<file path="src/sv/dtse_pkg.sv">
package dtse_pkg;

    // Parser phases.
    typedef enum logic [2:0] {
        PH_LEAD,
        PH_NUM,
        PH_FRAC,
        PH_TRAIL,
        PH_ERR
    } phase_t;

    localparam int MagWidth = 60;
    localparam int SigWidth = 61;
    localparam int ExpWidth = 16;
    localparam int CntWidth = 5;

    localparam logic [CntWidth-1:0] DigitCap      = 5'd18;
    localparam logic [CntWidth-1:0] DigitsDefault = 5'd9;
    localparam logic [ExpWidth-1:0] ExpMax        = 16'h7FFF;

    localparam logic [7:0] CharNul   = 8'h00;
    localparam logic [7:0] CharMinus = 8'h2D;
    localparam logic [7:0] CharPlus  = 8'h2B;
    localparam logic [7:0] CharPoint = 8'h2E;
    localparam logic [7:0] CharZero  = 8'h30;
    localparam logic [7:0] CharNine  = 8'h39;
    localparam logic [7:0] CharTab   = 8'h09;
    localparam logic [7:0] CharCr    = 8'h0D;
    localparam logic [7:0] CharSpace = 8'h20;

    // Running state of one number being parsed.
    typedef struct packed {
        phase_t                phase;
        logic [MagWidth-1:0]   mag;
        logic                  neg;
        logic [CntWidth-1:0]   count;
        logic [ExpWidth-1:0]   exp;
        logic                  point;
    } dtse_state_t;

    // Result of one string.
    typedef struct packed {
        logic [SigWidth-1:0] sig;
        logic [ExpWidth-1:0] exp;
        logic                status;
    } dtse_result_t;

    function automatic logic is_blank(input logic [7:0] c);
        return (c == CharSpace) || (c >= CharTab && c <= CharCr);
    endfunction

endpackage

</file>
<file path="src/sv/dtse_step.sv">
module dtse_step (
    input  dtse_pkg::dtse_state_t  st,
    input  logic [7:0]             char_code,
    input  logic [4:0]             budget,
    output dtse_pkg::dtse_state_t  st_next,
    output dtse_pkg::dtse_result_t result,
    output logic                   term
);
    import dtse_pkg::*;

    logic                digit;
    logic [3:0]          digit_val;
    logic                keep;
    logic                take;
    logic [63:0]         mag_times_ten;
    logic                bad;
    logic [SigWidth-1:0] mag_ext;

    // Character classes.
    assign term      = (char_code == CharNul);
    assign digit     = (char_code >= CharZero) && (char_code <= CharNine);
    assign digit_val = 4'(char_code - CharZero);
    assign keep      = st.count < budget;
    assign take      = digit && (st.phase == PH_LEAD || st.phase == PH_NUM
                                 || st.phase == PH_FRAC);
    assign mag_times_ten = {1'b0, st.mag, 3'b000} + {3'b000, st.mag, 1'b0}
                           + {60'd0, digit_val};

    // Phase transitions.
    always_comb
    begin
        st_next.phase = st.phase;
        if (term)
        begin
            st_next.phase = PH_LEAD;
        end
        else
        begin
            case (st.phase)
                PH_LEAD:
                begin
                    if (is_blank(char_code))
                        st_next.phase = PH_LEAD;
                    else if (char_code == CharMinus || char_code == CharPlus)
                        st_next.phase = PH_NUM;
                    else if (char_code == CharPoint)
                        st_next.phase = PH_FRAC;
                    else if (digit)
                        st_next.phase = PH_NUM;
                    else
                        st_next.phase = PH_ERR;
                end
                PH_NUM, PH_FRAC:
                begin
                    if (digit)
                        st_next.phase = st.phase;
                    else if (char_code == CharPoint && !st.point)
                        st_next.phase = PH_FRAC;
                    else if (is_blank(char_code))
                        st_next.phase = PH_TRAIL;
                    else
                        st_next.phase = PH_ERR;
                end
                PH_TRAIL:
                begin
                    if (!is_blank(char_code))
                        st_next.phase = PH_ERR;
                end
                default:
                begin
                    st_next.phase = PH_ERR;
                end
            endcase
        end

        // Accumulators: sign, point, kept digits and exponent.
        st_next.mag   = st.mag;
        st_next.neg   = st.neg;
        st_next.count = st.count;
        st_next.exp   = st.exp;
        st_next.point = st.point;
        if (term)
        begin
            st_next.mag   = '0;
            st_next.neg   = 1'b0;
            st_next.count = '0;
            st_next.exp   = '0;
            st_next.point = 1'b0;
        end
        else
        begin
            if (st.phase == PH_LEAD && (char_code == CharMinus || char_code == CharPlus))
                st_next.neg = (char_code == CharMinus);
            if (char_code == CharPoint && !st.point
                && (st.phase == PH_LEAD || st.phase == PH_NUM || st.phase == PH_FRAC))
                st_next.point = 1'b1;
            if (take)
            begin
                if (keep)
                begin
                    st_next.mag   = mag_times_ten[MagWidth-1:0];
                    st_next.count = st.count + 5'd1;
                    if (st.point)
                        st_next.exp = st.exp - 16'd1;
                end
                else if (!st.point && st.exp != ExpMax)
                begin
                    st_next.exp = st.exp + 16'd1;
                end
            end
        end
    end

    // Result formed from the state before the terminator.
    assign bad     = (st.phase == PH_ERR) || (st.count == '0);
    assign mag_ext = {1'b0, st.mag};

    always_comb
    begin
        if (bad)
        begin
            result.sig    = '0;
            result.exp    = '0;
            result.status = 1'b1;
        end
        else
        begin
            result.sig    = st.neg ? (-mag_ext) : mag_ext;
            result.exp    = st.exp;
            result.status = 1'b0;
        end
    end

endmodule

</file>
<file path="src/sv/decimal_text_to_sig_exp.sv">
// Decimal text parser: characters enter one per request on the input channel and a
// zero byte ends the string, which yields one result of significand, power-of-ten
// exponent and status (1 on a parse error, with significand and exponent zero).
// Each character is held in the input register while the next-state logic
// (one multiply-by-ten-and-add on the 60-bit magnitude) updates the parse state,
// so one character is taken every cycle but for one stall: a terminator that finds
// the result register still full and not being taken; it then waits in the input
// register until the result leaves. The digit budget is written on the config
// channel (reset 9, values above 18 act as 18) and should change only while idle.
module decimal_text_to_sig_exp (
    input  logic        clk,
    input  logic        rst_n,
    input  logic        in_valid,
    output logic        in_ready,
    input  logic [7:0]  char_code,
    input  logic        cfg_valid,
    output logic        cfg_ready,
    input  logic [4:0]  cfg_data,
    output logic        out_valid,
    input  logic        out_ready,
    output logic signed [60:0] sig_value,
    output logic signed [15:0] exp_value,
    output logic        status
);
    import dtse_pkg::*;

    logic [4:0]   max_digits_reg;
    logic [4:0]   budget;
    logic         in_valid_reg;
    logic [7:0]   char_reg;
    dtse_state_t  st_reg;
    dtse_state_t  st_next;
    dtse_result_t result;
    dtse_result_t res_reg;
    logic         out_valid_reg;
    logic         term;
    logic         consume;
    logic         load_out;

    // Configuration register.
    assign cfg_ready = 1'b1;
    assign budget    = (max_digits_reg > DigitCap) ? DigitCap : max_digits_reg;

    always_ff @(posedge clk or negedge rst_n)
    begin
        if (!rst_n)
            max_digits_reg <= DigitsDefault;
        else if (cfg_valid && cfg_ready)
            max_digits_reg <= cfg_data;
    end

    dtse_step u_step (
        .st        (st_reg),
        .char_code (char_reg),
        .budget    (budget),
        .st_next   (st_next),
        .result    (result),
        .term      (term)
    );

    // Flow control between input register, parse state and result register.
    assign consume  = in_valid_reg && (!term || !out_valid_reg || out_ready);
    assign load_out = consume && term;
    assign in_ready = !in_valid_reg || consume;

    // Input register.
    always_ff @(posedge clk or negedge rst_n)
    begin
        if (!rst_n)
            in_valid_reg <= 1'b0;
        else if (in_ready)
            in_valid_reg <= in_valid;
    end

    always_ff @(posedge clk)
    begin
        if (in_valid && in_ready)
            char_reg <= char_code;
    end

    // Parse state.
    always_ff @(posedge clk or negedge rst_n)
    begin
        if (!rst_n)
        begin
            st_reg.phase <= PH_LEAD;
            st_reg.mag   <= '0;
            st_reg.neg   <= 1'b0;
            st_reg.count <= '0;
            st_reg.exp   <= '0;
            st_reg.point <= 1'b0;
        end
        else if (consume)
        begin
            st_reg <= st_next;
        end
    end

    // Result register.
    always_ff @(posedge clk or negedge rst_n)
    begin
        if (!rst_n)
            out_valid_reg <= 1'b0;
        else if (load_out)
            out_valid_reg <= 1'b1;
        else if (out_ready)
            out_valid_reg <= 1'b0;
    end

    always_ff @(posedge clk)
    begin
        if (load_out)
            res_reg <= result;
    end

    assign out_valid = out_valid_reg;
    assign sig_value = res_reg.sig;
    assign exp_value = res_reg.exp;
    assign status    = res_reg.status;

    // Checks.
    a_err_zero: assert property (@(posedge clk) disable iff (!rst_n)
        out_valid_reg && res_reg.status |-> res_reg.sig == '0 && res_reg.exp == '0)
        else $error("error result carries nonzero payload");

    a_count_cap: assert property (@(posedge clk) disable iff (!rst_n)
        st_reg.count <= DigitCap)
        else $error("kept digit count exceeds cap");

    a_stall_cause: assert property (@(posedge clk) disable iff (!rst_n)
        !in_ready |-> in_valid_reg && term && out_valid_reg && !out_ready)
        else $error("input stalled without a blocked terminator");

    a_term_clears: assert property (@(posedge clk) disable iff (!rst_n)
        load_out |=> st_reg.phase == PH_LEAD && st_reg.count == '0 && out_valid_reg)
        else $error("terminator did not clear state and post result");

endmodule

</file>
<file path="config.mk">
export PLATFORM = sky130hd
export DESIGN_NAME = decimal_text_to_sig_exp
export DESIGN_NICKNAME = d
export VERILOG_FILES = /design/src/sv/dtse_pkg.sv /design/src/sv/dtse_step.sv /design/src/sv/decimal_text_to_sig_exp.sv
export SDC_FILE = /design/constraint.sdc
export NUM_CORES = 1
export LEC_CHECK = 0
export ABC_CLOCK_PERIOD_IN_PS = 6400
export BUFFER_PORTS_ARGS = -buffer_cell sky130_fd_sc_hd__buf_2
export CORE_UTILIZATION = 55
export DETAILED_ROUTE_END_ITERATION = 7
export GPL_ROUTABILITY_DRIVEN = 0
export PLACE_DENSITY_LB_ADDON = 0.08
export SLEW_MARGIN = 20
export SYNTH_ARGS = -nofsm -noshare
export SYNTH_HDL_FRONTEND = slang
export SYNTH_SLANG_ARGS = --single-unit
</file>
<file path="constraint.sdc">
create_clock -name clk -period 6.4 [get_ports clk]
set_input_delay 0.64 -clock clk [delete_from_list [all_inputs] [get_ports clk]]
set_output_delay 0.64 -clock clk [all_outputs]
set_load 0.05 [all_outputs]
</file>
======== Word level (Yosys, flattened, before mapping) ========
Cells that the tools add are included.
operators by class
  bitwise logic cells ..................... 1
  equal/unequal tests ..................... 12
  multiplexer cells ....................... 25
  $add $sub $neg .......................... 7
  magnitude comparators ................... 6
  reductions and logical operators ........ 38
operator list
  operator                 count
  $mux W60                 3
  $mux W83                 1
  $neg A60 Y61             1
  $add A60 B4 Y60          1
  $add A60 B60 Y60         1
  $mux W16                 3
  $eq A8 B6 Y1 const B     4
  $mux W3                  9
  $mux W21                 1
  $add A16 B1 Y16 const B  1
  $ne A16 B15 Y1 const B   1
  $sub A16 B1 Y16 const B  1
  $logic_and A1 B1 Y1      10
  $mux W5                  2
  $reduce_bool A2 Y1       5
  $ne A3 B3 Y1 const B     3
  $pmux W3 S3              1
  $ge A8 B4 Y1 const B     1
  $ge A8 B6 Y1 const B     1
  $le A8 B4 Y1 const B     1
  $le A8 B6 Y1 const B     1
  $logic_not A8 Y1         1
  $logic_or A1 B1 Y1       8
  $eq A3 B2 Y1 const B     2
  16 further kinds         26
word-level totals
  output and inout port bits .............. 81
  logic and storage cells ................. 103
  flip-flop bits (word level) ............. 179
  bits of input ports ..................... 18

======== Logic depth before layout (Yosys ltp) ========
Gate-level depths: netlist of the first run.
  depth in word-level cells ............... 8
  depth in mapped cells ................... 20
  mapped depth without buffers ............ 20

======== Modules after synthesis ========
From an unflattened synthesis of the first run, not the netlist that was laid out.
unflattened totals
  cells, all modules ...................... 1781
  area total of the unflattened synthesis .. 15406.0 µm²
modules (own cells, without submodules)
  module                   cells each  area each (µm²)  sequential area each (µm²)  times used
  decimal_text_to_sig_exp  604         7861.3           4912.2                      1
  dtse_step                1177        7544.7           0.0                         1

======== Worst setup path before layout of the first run ========
OpenSTA, ideal clock, no wires.
  path kind ............................... reg2reg
  start point ............................. register char_reg[1]
  end point ............................... register st_reg[16] (netlist name)
  buffers on the path ..................... 0
  arrival time ............................ 5.924 ns
  path slack .............................. 0.407 ns
  data required time ...................... 6.331 ns
  clock period less this slack ............ 5.993 ns
  cell stages (with the launch flop) ...... 7
  setup time .............................. 0.069 ns
  cells stage by stage .................... edfxtp_1 > nor4_1 > nand2_1 > nor2_1 > nor2_1 > or4_1 > nand3_1
between the ends
  word-level cells in the longest chain between the ends .. 6
  elaborated cells between the ends (all ways) .. 14
  classes of those cells .................. order compare: 2; eq/ne: 1; mux: 1; reduce/logical: 10
RTL lines
  element                                               RTL line                       source
  start: declaration                                    decimal_text_to_sig_exp.sv:30  logic [7:0] char_reg;
  start signal: assignment                              decimal_text_to_sig_exp.sv:78  char_reg <= char_code;
  branches (longest 6 deep; another with $ge A8 B6 Y1)  --
  end signal: assignment                                decimal_text_to_sig_exp.sv:95  st_reg <= st_next;
  end: declaration                                      decimal_text_to_sig_exp.sv:31  dtse_state_t st_reg;
Several ways; the timed one is not identified.
A chain may end at the register's enable or synchronous reset.

======== Final worst setup path of the first run ========
  start point ............................. register max_digits_reg[3]
  end point ............................... register st_reg[16] (netlist name)
between the ends
  word-level cells in the longest chain between the ends .. 6
  elaborated cells between the ends (all ways) .. 9
  classes of those cells .................. order compare: 2; eq/ne: 1; mux: 4; reduce/logical: 2
RTL lines
  element                   RTL line                       source
  start: declaration        decimal_text_to_sig_exp.sv:27  logic [4:0] max_digits_reg;
  start signal: assignment  decimal_text_to_sig_exp.sv:47  max_digits_reg <= DigitsDefault;
  start signal: assignment  decimal_text_to_sig_exp.sv:49  max_digits_reg <= cfg_data;
  $gt A5 B5 Y1              decimal_text_to_sig_exp.sv:42  assign budget = (max_digits_reg > DigitCap) ? DigitCap : max_digits_reg;
  $mux W5 (*)               decimal_text_to_sig_exp.sv:42
  $lt A5 B5 Y1 (*)          dtse_step.sv:23                assign keep = st.count < budget;
  $mux W16                  dtse_step.sv:99                if (keep)
  $mux W21                  dtse_step.sv:97                if (take)
  $mux W83                  dtse_step.sv:82                if (term)
Every way passes the cells marked *; elsewhere a longest branch is shown, timed or not. The select of a mux whose other input is x is not followed.

==> impl_metrics.env, run 1 <==
export IMPL_switching_share=0.360
export IMPL_cp_max_fo=15
export IMPL_hold_viol=0
export IMPL_synth_distinct_cells=69
export IMPL_intPower_mw=2.43
export IMPL_pwr_share_seq=0.389
export IMPL_postCtsSetupBuffers=0
export IMPL_fin_crit_sh=0.763
export IMPL_drc=0
export IMPL_setup_tns_ns=0
export IMPL_peakVddDrop_uv=205
export IMPL_drt_first_pass_iters=5
export IMPL_crit_start="max_digits_reg[3]"
export IMPL_async_reset_ff_frac=0.520
export IMPL_rows=54
export IMPL_finalWorstSetupSlack_ns=1.52
export IMPL_r2r_end="st_reg[16]"
export IMPL_power_density_nw_per_um2=275
export IMPL_slew_headroom=0.275
export IMPL_vias=10006
export IMPL_die_h_microns=153
export IMPL_synth_edf_count=86
export IMPL_clock_latency_ns=0.44
export IMPL_drive_gt1_frac=0.120
export IMPL_synth_area_per_cell_sq_um=9.40
export IMPL_start_util=0.569
export IMPL_period_needed_ns=4.88
export IMPL_io_pins=99
export IMPL_tightest_slew_ns=1.09
export IMPL_syn_inst=1338
export IMPL_ff_latch_area_sq_um=4910
export IMPL_synth_area_sq_um=12600
export IMPL_r2r_cells=20
export IMPL_cts_root_buf="clkbuf_16"
export IMPL_multiInputGateArea_sq_um=7350
export IMPL_cts_tree="yes"
export IMPL_yosys_warnings=0
export IMPL_place_detailed_hpwl_mm=20.0
export IMPL_track_usage=0.249
export IMPL_synth_seq_cells=179
export IMPL_cts_buffer_depth=2
export IMPL_first_global_vias=9533
export IMPL_reg2reg_from="max_digits_reg[3]"
export IMPL_numPortBuffers=97
export IMPL_grt_overflow=0
export IMPL_core_sq_um=22100
export IMPL_yosysSeqAreaShare=0.391
export IMPL_postRouteAntennaNets=0
export IMPL_cts_hold_buf=0
export IMPL_dp_slack_ns=1.55
export IMPL_end_kind="flip-flop"
export IMPL_dieArea_sq_um=23500
export IMPL_dp_cells=1665
export IMPL_critPathRequiredTime_ns=6.77
export IMPL_vias_per_cell=5.90
export IMPL_critPathKind="flip-flop to flip-flop"
export IMPL_p_comb_frac=0.346
export IMPL_cts_sinks=179
export IMPL_drv_slew=0
export IMPL_cts_made_buffers=17
export IMPL_clk_pin_slew_ns=0.08
export IMPL_dieWidth_microns=153
export IMPL_grt_max_degree=83
export IMPL_crit_arrival_ns=5.25
export IMPL_ctsResizeCount=0
export IMPL_status="finished clean"
export IMPL_synth_fp_nets=1494
export IMPL_critPathLaunchType="flip-flop"
export IMPL_drt_iter0_drc=609
export IMPL_p_sw_mw=1.37
export IMPL_ys_flop_type="dfrtp_1"
export IMPL_rsz0062_at_grt="no"
export IMPL_diodes=0
export IMPL_largest_reg_flops=86
export IMPL_area_growth_pct=10.0
export IMPL_htree_num_levels=4
export IMPL_endpoint="st_reg[16]"
export IMPL_post_layout_nonfiller_instances=1697
export IMPL_grt_pass1_wl_mm=47.3
export IMPL_hold_path_class="input pin to async pin"
export IMPL_nets=1560
export IMPL_p_clk_frac=0.266
export IMPL_nFillCells=1927
export IMPL_wirelength_mm=27.9
export IMPL_finClkSkew_ns=0.0161
export IMPL_setup_violations_final=0
export IMPL_routedWlPerCell_microns=16.4
export IMPL_rrSetupSlack_ns=1.52
export IMPL_max_freq_mhz=205
export IMPL_hold_slack_ns=0.144
export IMPL_leakage_nw=6.65
export IMPL_antenna_found_initial=0
export IMPL_drv_cap=0
==> cells in the final DEF (no fill, tap or decap), types with 37 or more instances in the layout <==
cell type    n
a21oi_1     86
o31ai_1     49
nor2_1     123
edfxtp_1    86
nand2_1    150
xor2_1      91
a21o_1      37
o21ai_0    104
xnor2_1     40
buf_2       96
dfrtp_1     90
ha_1       135
==> final cells by class <==
class	count	area share
multi-input combinational	1076	0.532
timing repair buffer	106	0.0402
tap	280	0.0253
clock inverter	15	0.0104
sequential	179	0.355
inverter	24	0.00660
clock buffer	17	0.0308
==> routing by layer <==
layer | track usage | vias to the layer above | share of wire
met3 | 0.0346 | 29 | 0.034
li1 | - | 5036 | -
met5 | 0 | - | 0
met1 | 0.345 | 4751 | 0.49
met2 | 0.406 | 190 | 0.46
met4 | 0.0702 | 0 | 0.015
==> critical path: stages, from the launching register on <==
cell and delay, ns:
dfstp_2 0.56, nor2_1 0.04, nor2_1 0.08, nor2_1 0.05, ha_1 0.27, a21o_1 0.15, a2111oi_0 0.38, nor3_1 0.18
inv_1 0.44, ha_1 0.34, a21oi_1 0.12, nor2b_1 0.06, o21ai_0 0.28, a21oi_1 0.15, a41o_1 0.28, o41ai_1 0.44
o2111ai_1 0.18, a21oi_1 0.20, xnor2_1 0.09, or4_1 0.41, nand3_1 0.09
==> Yosys cell counts (22+ instances only) <==
cell type / n / area (sq um)
inv_1: 23 / 86.3
edfxtp_1: 86 / 2580
nand2_1: 150 / 563
a21oi_1: 86 / 430
clkbuf_1: 56 / 210
ha_1: 135 / 1690
dfrtp_1: 91 / 2280
o21ai_0: 104 / 521
a21o_1: 37 / 278
nor3_1: 22 / 110
nand3_1: 30 / 150
o31ai_1: 49 / 368
xor2_1: 91 / 797
nor2_1: 124 / 465
xnor2_1: 40 / 350
==> kinds of logic (layout without fill, tap and decap cells) <==
| kind of cell | Yosys count | count (layout) | synth area share |
|---|---|---|---|
| muxes | 7 | 7 | 0.00607 |
| DFF | 179 | 179 | 0.391 |
| AOI/OAI and AO/OA | 355 | 355 | 0.180 |
| xor gates and xnor gates | 131 | 131 | 0.0913 |
| other | 1 | 1 | 0.000298 |
| and+or+nand+nor | 444 | 444 | 0.168 |
| adders and majority gates | 138 | 138 | 0.139 |
| buffers and inverters | 83 | 162 | 0.0252 |
==> power by group through the flow <==
stage	Combinational (mW)	Clock [mW]	Sequential [mW]
after floorplan	1.07	0	1.46
after CTS	1.33	1.03	1.48
after global routing	1.51	1.08	1.49
after global placement	1.29	0	1.50
after detailed placement	1.32	0	1.50
final	1.31	1.01	1.48
==> metrics by stage <==
step / instance area (sq um) / util / power [mW]
after global routing: 13800 / 0.626 / 4.08
after global placement: 13300 / 0.600 / 2.79
after CTS: 13800 / 0.626 / 3.83
final: 13800 / 0.626 / 3.80
after floorplan: 12600 / - / 2.53
after detailed placement: 13300 / 0.600 / 2.82
==> worst min path at each step <==
| stage | endpoint | cells after the start |
|---|---|---|
| after floorplan | in_valid_reg | 0 |
| after global placement | st_reg[82] | 2 |
| after detailed placement | st_reg[82] | 2 |
| after CTS | st_reg[30] | 1 |
| after global routing | st_reg[30] | 1 |
| final | st_reg[30] | 1 |
Note: power is estimated with default switching activity, not from simulation.
==> run 2, diff against run 1 <==
ABC_AREA = 1   (was unset)
ABC_CLOCK_PERIOD_IN_PS = 4700   (was 6400)
clock period = 4.7 ns   (was 6.4 ns; I/O delays follow)
==> run 2 against run 1 <==
  * Clock skew down 0.0031 ns
  * Final cell count up 67%
  * Register-to-register slack worse by 0.49 ns
  * Critical path depth down 1
  * Fmax up 33%
  * Sequential share of layout area down 6.7 points
  * Critical endpoint unchanged
==> impl_metrics.env, run 2 <==
export IMPL_hold_slack_ns=0.0703
export IMPL_rows=61
export IMPL_ys_flop_type="dfrtp_1"
export IMPL_cpMaxStageDelayCell="o21ai_0"
export IMPL_tightest_slew_ns=0.931
export IMPL_grt_max_degree=63
export IMPL_critPathKind="flip-flop to flip-flop"
export IMPL_diodes=0
export IMPL_io_pins=99
export IMPL_grt_pass1_wl_mm=73.0
export IMPL_cts_buffer_depth=2
export IMPL_final_core_util=0.612
export IMPL_critPathLaunchType="flip-flop"
export IMPL_synth_top_cells_by_count="780 x nand2_1, 398 x inv_1, 243 x nor2_1"
export IMPL_intPower_mw=4.76
export IMPL_pwr_share_seq=0.205
export IMPL_final_common_cell="nand2_1"
export IMPL_drv_cap=0
export IMPL_worstPathCellList="inv_1 > nand3_1 > nand2_1 > nand2_1 > ha_1 > nand2_1 > o21a_1 > nand2_1 > inv_1 > ha_1 > nand2_1 > o21ai_0 > inv_1 > o21ai_0 > a21oi_1 > nor2_1 > nor2_1 > nand2_1 > nand2_1"
export IMPL_clk_pin_slew_ns=0.08
export IMPL_peakVddDrop_uv=579
export IMPL_end_kind="flip-flop"
export IMPL_grt_overflow=0
export IMPL_area_growth_pct=9.27
export IMPL_core_sq_um=27900
export IMPL_fin_crit_sh=0.782
export IMPL_leakage_nw=9.07
export IMPL_synth_top_family_by_area="simple AND/OR/NAND/NOR gates"
export IMPL_synth_seq_cells=179
export IMPL_r2r_cells=19
export IMPL_vias=15225
export IMPL_synth_area_per_cell_sq_um=6.65
export IMPL_cts_root_buf="clkbuf_16"
export IMPL_cpMostUsedCell="nand2_1"
export IMPL_synth_compound_area_frac=0.0861
export IMPL_synth_most_common_cell="nand2_1"
export IMPL_synth_distinct_cells=50
export IMPL_first_global_vias=14301
export IMPL_yosysSeqAreaShare=0.315
export IMPL_synth_mux_area_frac=0.00144
export IMPL_synth_xor_area_frac=0.0275
export IMPL_vias_per_cell=5.39
export IMPL_cts_sinks=179
export IMPL_synth_area_sq_um=15600
export IMPL_setup_violations_final=0
export IMPL_track_usage=0.327
export IMPL_numPortBuffers=97
export IMPL_drt_first_pass_iters=6
export IMPL_die_h_microns=170
export IMPL_power_density_nw_per_um2=604
export IMPL_p_comb_frac=0.653
export IMPL_largest_reg_flops=86
export IMPL_antenna_found_initial=0
export IMPL_yosys_warnings=0
export IMPL_p_sw_mw=5.54
export IMPL_ctsResizeCount=0
export IMPL_async_reset_ff_frac=0.520
export IMPL_place_detailed_hpwl_mm=36.8
export IMPL_drive_gt1_frac=0.0808
export IMPL_syn_inst=2345
export IMPL_crit_arrival_ns=4.02
export IMPL_slew_headroom=0.379
export IMPL_dieArea_sq_um=29000
export IMPL_hold_viol=0
export IMPL_yosysTopAreaCellShare=0.188
export IMPL_synth_fp_nets=2501
export IMPL_switching_share=0.538
export IMPL_p_clk_frac=0.142
export IMPL_htree_num_levels=4
export IMPL_reg2reg_from="max_digits_reg[2]"
export IMPL_postCtsSetupBuffers=0
export IMPL_routedWlPerCell_microns=16.4
export IMPL_max_freq_mhz=272
export IMPL_drv_slew=0
export IMPL_total_power_mw=10.3
export IMPL_dieWidth_microns=170
export IMPL_period_needed_ns=3.68
export IMPL_cts_hold_buf=0
export IMPL_finalWorstSetupSlack_ns=1.02
export IMPL_final_cell_mix="780 x nand2_1, 397 x inv_1, 243 x nor2_1"
export IMPL_rrSetupSlack_ns=1.02
export IMPL_status="finished clean"
export IMPL_cp_max_fo=15
export IMPL_start_util=0.560
export IMPL_drc=0
export IMPL_slowest_delay_ns=0.51
export IMPL_finClkSkew_ns=0.0130
export IMPL_clock_latency_ns=0.45
export IMPL_dp_slack_ns=1.13
export IMPL_synth_fa_ha_area_frac=0.112
export IMPL_synth_area_leaders="nand2_1 19%, edfxtp_1 17%, dfrtp_1 15%"
export IMPL_critPathRequiredTime_ns=5.04
export IMPL_drt_iter0_drc=1401
export IMPL_r2r_end="st_reg[16]"
export IMPL_wirelength_mm=46.3
export IMPL_synth_edf_count=86
export IMPL_synth_simple_gate_area_share=0.347
export IMPL_rsz0062_at_grt="no"
export IMPL_hold_path_class="input pin to async pin"
export IMPL_postRouteAntennaNets=0
export IMPL_synth_largest_area_cell="nand2_1"
export IMPL_nets=2592
export IMPL_setup_tns_ns=0
export IMPL_cts_made_buffers=17
export IMPL_cts_tree="yes"
[run 2: cell types whose count changed in the layout (fill, tap and decap cells not counted), sizes merged, moves of 21 or more]
cell | previous run | this run
inv | 30 | 412
nand3 | 30 | 143
or3 | 21 | 0
o31ai | 51 | 1
a21oi | 86 | 121
nor2 | 124 | 249
nand2 | 150 | 784
xor2 | 91 | 21
a21o | 37 | 2
nor3 | 22 | 54
[run 2: power by group through the flow]
stage | clock, mW | combinational [mW] | sequential [mW]
2_1_floorplan | 0 | 4.85 | 2.02
3_3_place_gp | 0 | 6.45 | 2.12
3_5_place_dp | 0 | 6.56 | 2.12
4_1_cts | 1.49 | 6.60 | 2.09
5_1_grt | 1.53 | 7.50 | 2.13
6_report | 1.47 | 6.73 | 2.11
[run 2: kinds of logic after synthesis]
group | Yosys count
simple gates | 1283
other cells | 1
flops | 179
mux | 2
fa+ha+maj | 138
xor+xnor | 49
buf+inv | 442
compound gates | 251
[run 2: worst max-delay path by stage]
stage	start	end	slack [ns]
5_1_grt	max_digits_reg[2]	st_reg[16]	0.73
3_5_place_dp	max_digits_reg[0]	st_reg[16]	1.13
3_3_place_gp	max_digits_reg[0]	st_reg[16]	1.22
2_1_floorplan	max_digits_reg[0]	st_reg[16]	1.73
6_report	max_digits_reg[2]	st_reg[16]	1.02
4_1_cts	max_digits_reg[2]	st_reg[16]	1.10
[run 2: cell type report]
cell class | instances | area [sq um]
fill | 2642 | 10800
sequential | 179 | 4910
multi-input combinational | 1724 | 8960
tap | 378 | 473
clock buffer | 18 | 450
inverter | 408 | 1540
timing repair buffer | 106 | 556
clock inverter | 14 | 159
[run 2: per-layer routing]
layer	global-route usage	wire, microns
met2	0.533	20800
met1	0.434	20600
met5	0	0
met3	0.0419	3050
met4	0.143	1770
[run 2: critical path: cells and delay by family (launching register included)]
family | cells | cell delay (ns)
flip-flops | 1 | 0.39
AND/OR/NAND/NOR | 10 | 0.81
buffers and inverters | 3 | 0.48
adder cells (fa/ha/maj) | 2 | 0.75
AO/OA/AOI/OAI | 4 | 1.11
[run 2: per-stage QoR]
| step | cells | area (sq um) |
|---|---|---|
| detailed placement | 2795 | 16400 |
| floorplan | 2345 | 15600 |
| CTS | 2827 | 17000 |
| global placement | 2795 | 16400 |
| global route | 2827 | 17000 |
| finish | 2827 | 17000 |
==> run 3, diff against run 2 <==
ABC_CLOCK_PERIOD_IN_PS = 3100   (was 4700)
clock period = 3.1 ns   (was 4.7 ns; I/O delays follow)
==> run 3 against run 2 <==
  * Fmax grew 24%
  * Via count up 1.8%
  * Core utilization grew 1.6 points
  * Sequential power rose by 53%
  * Register-to-register slack got worse by 0.88 ns
==> impl_metrics.env, run 3 (same netlist as run 2, synthesis figures left out) <==
export IMPL_crit_start="max_digits_reg[0]"
export IMPL_critPathRequiredTime_ns=3.43
export IMPL_area_growth_pct=12.1
export IMPL_drv_slew=0
export IMPL_p_comb_frac=0.655
export IMPL_tightest_slew_ns=0.808
export IMPL_final_cell_mix="776 x nand2_1, 396 x inv_1, 242 x nor2_1"
export IMPL_p_clk_frac=0.144
export IMPL_status="finished clean"
export IMPL_core_sq_um=27900
export IMPL_worstHoldStart="char_code[1]"
export IMPL_cts_sinks=179
export IMPL_routedWlPerCell_microns=16.7
export IMPL_switching_share=0.529
export IMPL_critPathLaunchType="flip-flop"
export IMPL_die_h_microns=170
export IMPL_period_needed_ns=2.96
export IMPL_postRouteAntennaNets=0
export IMPL_place_detailed_hpwl_mm=37.5
export IMPL_placed_cell_area_sq_um=16600
export IMPL_hold_viol=0
export IMPL_drv_cap=0
export IMPL_power_density_nw_per_um2=918
export IMPL_dieWidth_microns=170
export IMPL_final_common_cell="nand2_1"
export IMPL_crit_arrival_ns=3.29
export IMPL_cts_tree="yes"
export IMPL_pwr_share_seq=0.201
export IMPL_dieArea_sq_um=29000
export IMPL_fin_crit_sh=0.954
export IMPL_setup_tns_ns=0
export IMPL_vias_per_cell=5.45
export IMPL_leakage_nw=9.19
export IMPL_grt_overflow=0
export IMPL_largest_reg_flops=86
export IMPL_max_freq_mhz=338
export IMPL_nets=2610
export IMPL_reg2reg_from="max_digits_reg[0]"
export IMPL_clk_pin_slew_ns=0.07
export IMPL_track_usage=0.334
export IMPL_cp_max_fo=8
export IMPL_intPower_mw=7.57
export IMPL_critPathKind="flip-flop to flip-flop"
export IMPL_cts_buffer_depth=2
export IMPL_end_kind="flip-flop"
export IMPL_clock_latency_ns=0.46
export IMPL_grt_pass1_wl_mm=74.5
export IMPL_drt_iter0_drc=1705
export IMPL_htree_num_levels=4
export IMPL_diodes=0
export IMPL_drt_first_pass_iters=7
export IMPL_hold_path_class="input pin to flip-flop"
export IMPL_drive_gt1_frac=0.0981
export IMPL_drc=0
export IMPL_slew_headroom=0.461
export IMPL_start_util=0.560
export IMPL_fin_area_sq_um=17500
export IMPL_cts_root_buf="clkbuf_16"
export IMPL_setup_violations_final=0
export IMPL_io_pins=99
export IMPL_grt_max_degree=62
export IMPL_hold_slack_ns=0.0378
export IMPL_vias=15505
export IMPL_cts_made_buffers=17
export IMPL_finClkSkew_ns=0.0206
export IMPL_p_sw_mw=8.48
export IMPL_numPortBuffers=97
export IMPL_first_global_vias=14329
export IMPL_antenna_found_initial=0
export IMPL_wirelength_mm=47.5
export IMPL_peakVddDrop_uv=1130
export IMPL_rows=61
[run 3: cell types whose count changed in the layout (fill, tap and decap cells not counted), sizes merged]
cell,before,now
buf,106,123
inv,412,408
bufinv,0,3
clkinv,7,10
clkinvlp,3,1
dlygate4sd3,0,1
[run 3: routing by layer]
| metal | GRT usage | part of all wire |
|---|---|---|
| met5 | 0 | 0 |
| met4 | 0.118 | 0.030 |
| met3 | 0.0428 | 0.074 |
| met2 | 0.545 | 0.45 |
| met1 | 0.455 | 0.44 |
[run 3: timing repair]
| item | in CTS | in global routing |
|---|---|---|
| setup buffers | 0 | 2 |
| pin swaps | 0 | 6 |
| hold buffers | 1 | 0 |
| endpoints found under the setup margin | 3 | 11 |
| hold endpoints to repair | 31 | 0 |
| resized for setup | 1 | 48 |
[run 3: layout make-up]
type	instances	area [sq um]
Clock buffer	18	429
Tap cell	378	473
Clock inverter	14	181
Timing Repair Buffer	124	763
Inverter	408	1540
Multi-Input combinational cell	1724	9180
Sequential cell	179	4910
Fill cell	2582	10400
[run 3: worst paths after layout]
kind	endpoint	slack (ns)	depth (start not counted)
max	st_reg[14]	0.14	19
min	char_reg[1]	0.04	1
max reg2reg	st_reg[14]	0.14	19
min reg2reg	max_digits_reg[3]	0.52	2
max in group asynchronous	st_reg[74]	2.00	3
min in group asynchronous	st_reg[84]	0.36	2
[run 3: per-stage QoR]
step	util	instances	total power, mW	setup slack [ns]
finish	0.627	2845	16.0	0.144
detailed placement	0.596	2810	13.2	-0.0595
CTS	0.618	2843	15.6	0.0471
global route	0.627	2845	17.4	-0.0395
floorplan	-	2345	10.4	0.126
global placement	0.596	2810	13.0	0.0536
[run 3: power by group through the flow]
stage	logic [mW]	registers [mW]	clock network, mW
after CTS	10.1	3.18	2.32
after global placement	9.82	3.22	0
after global routing	11.7	3.24	2.40
after floorplan	7.35	3.06	0
final	10.5	3.22	2.31
after detailed placement	10.0	3.23	0
[run 3: worst max-delay path: stages, from the launching register on]
cell	delay (ns)
dfstp_2	0.55
nand2_1	0.05
nand3_1	0.08
a21oi_1	0.08
ha_1	0.28
nand2_1	0.05
nor2_1	0.09
nand2_1	0.07
nand2_2	0.10
clkinv_4	0.12
buf_6	0.16
ha_4	0.29
inv_1	0.06
o21ai_2	0.15
o21bai_2	0.18
nand4_1	0.17
nand2_1	0.11
nand2_1	0.06
nand3_1	0.10
nand2_1	0.06
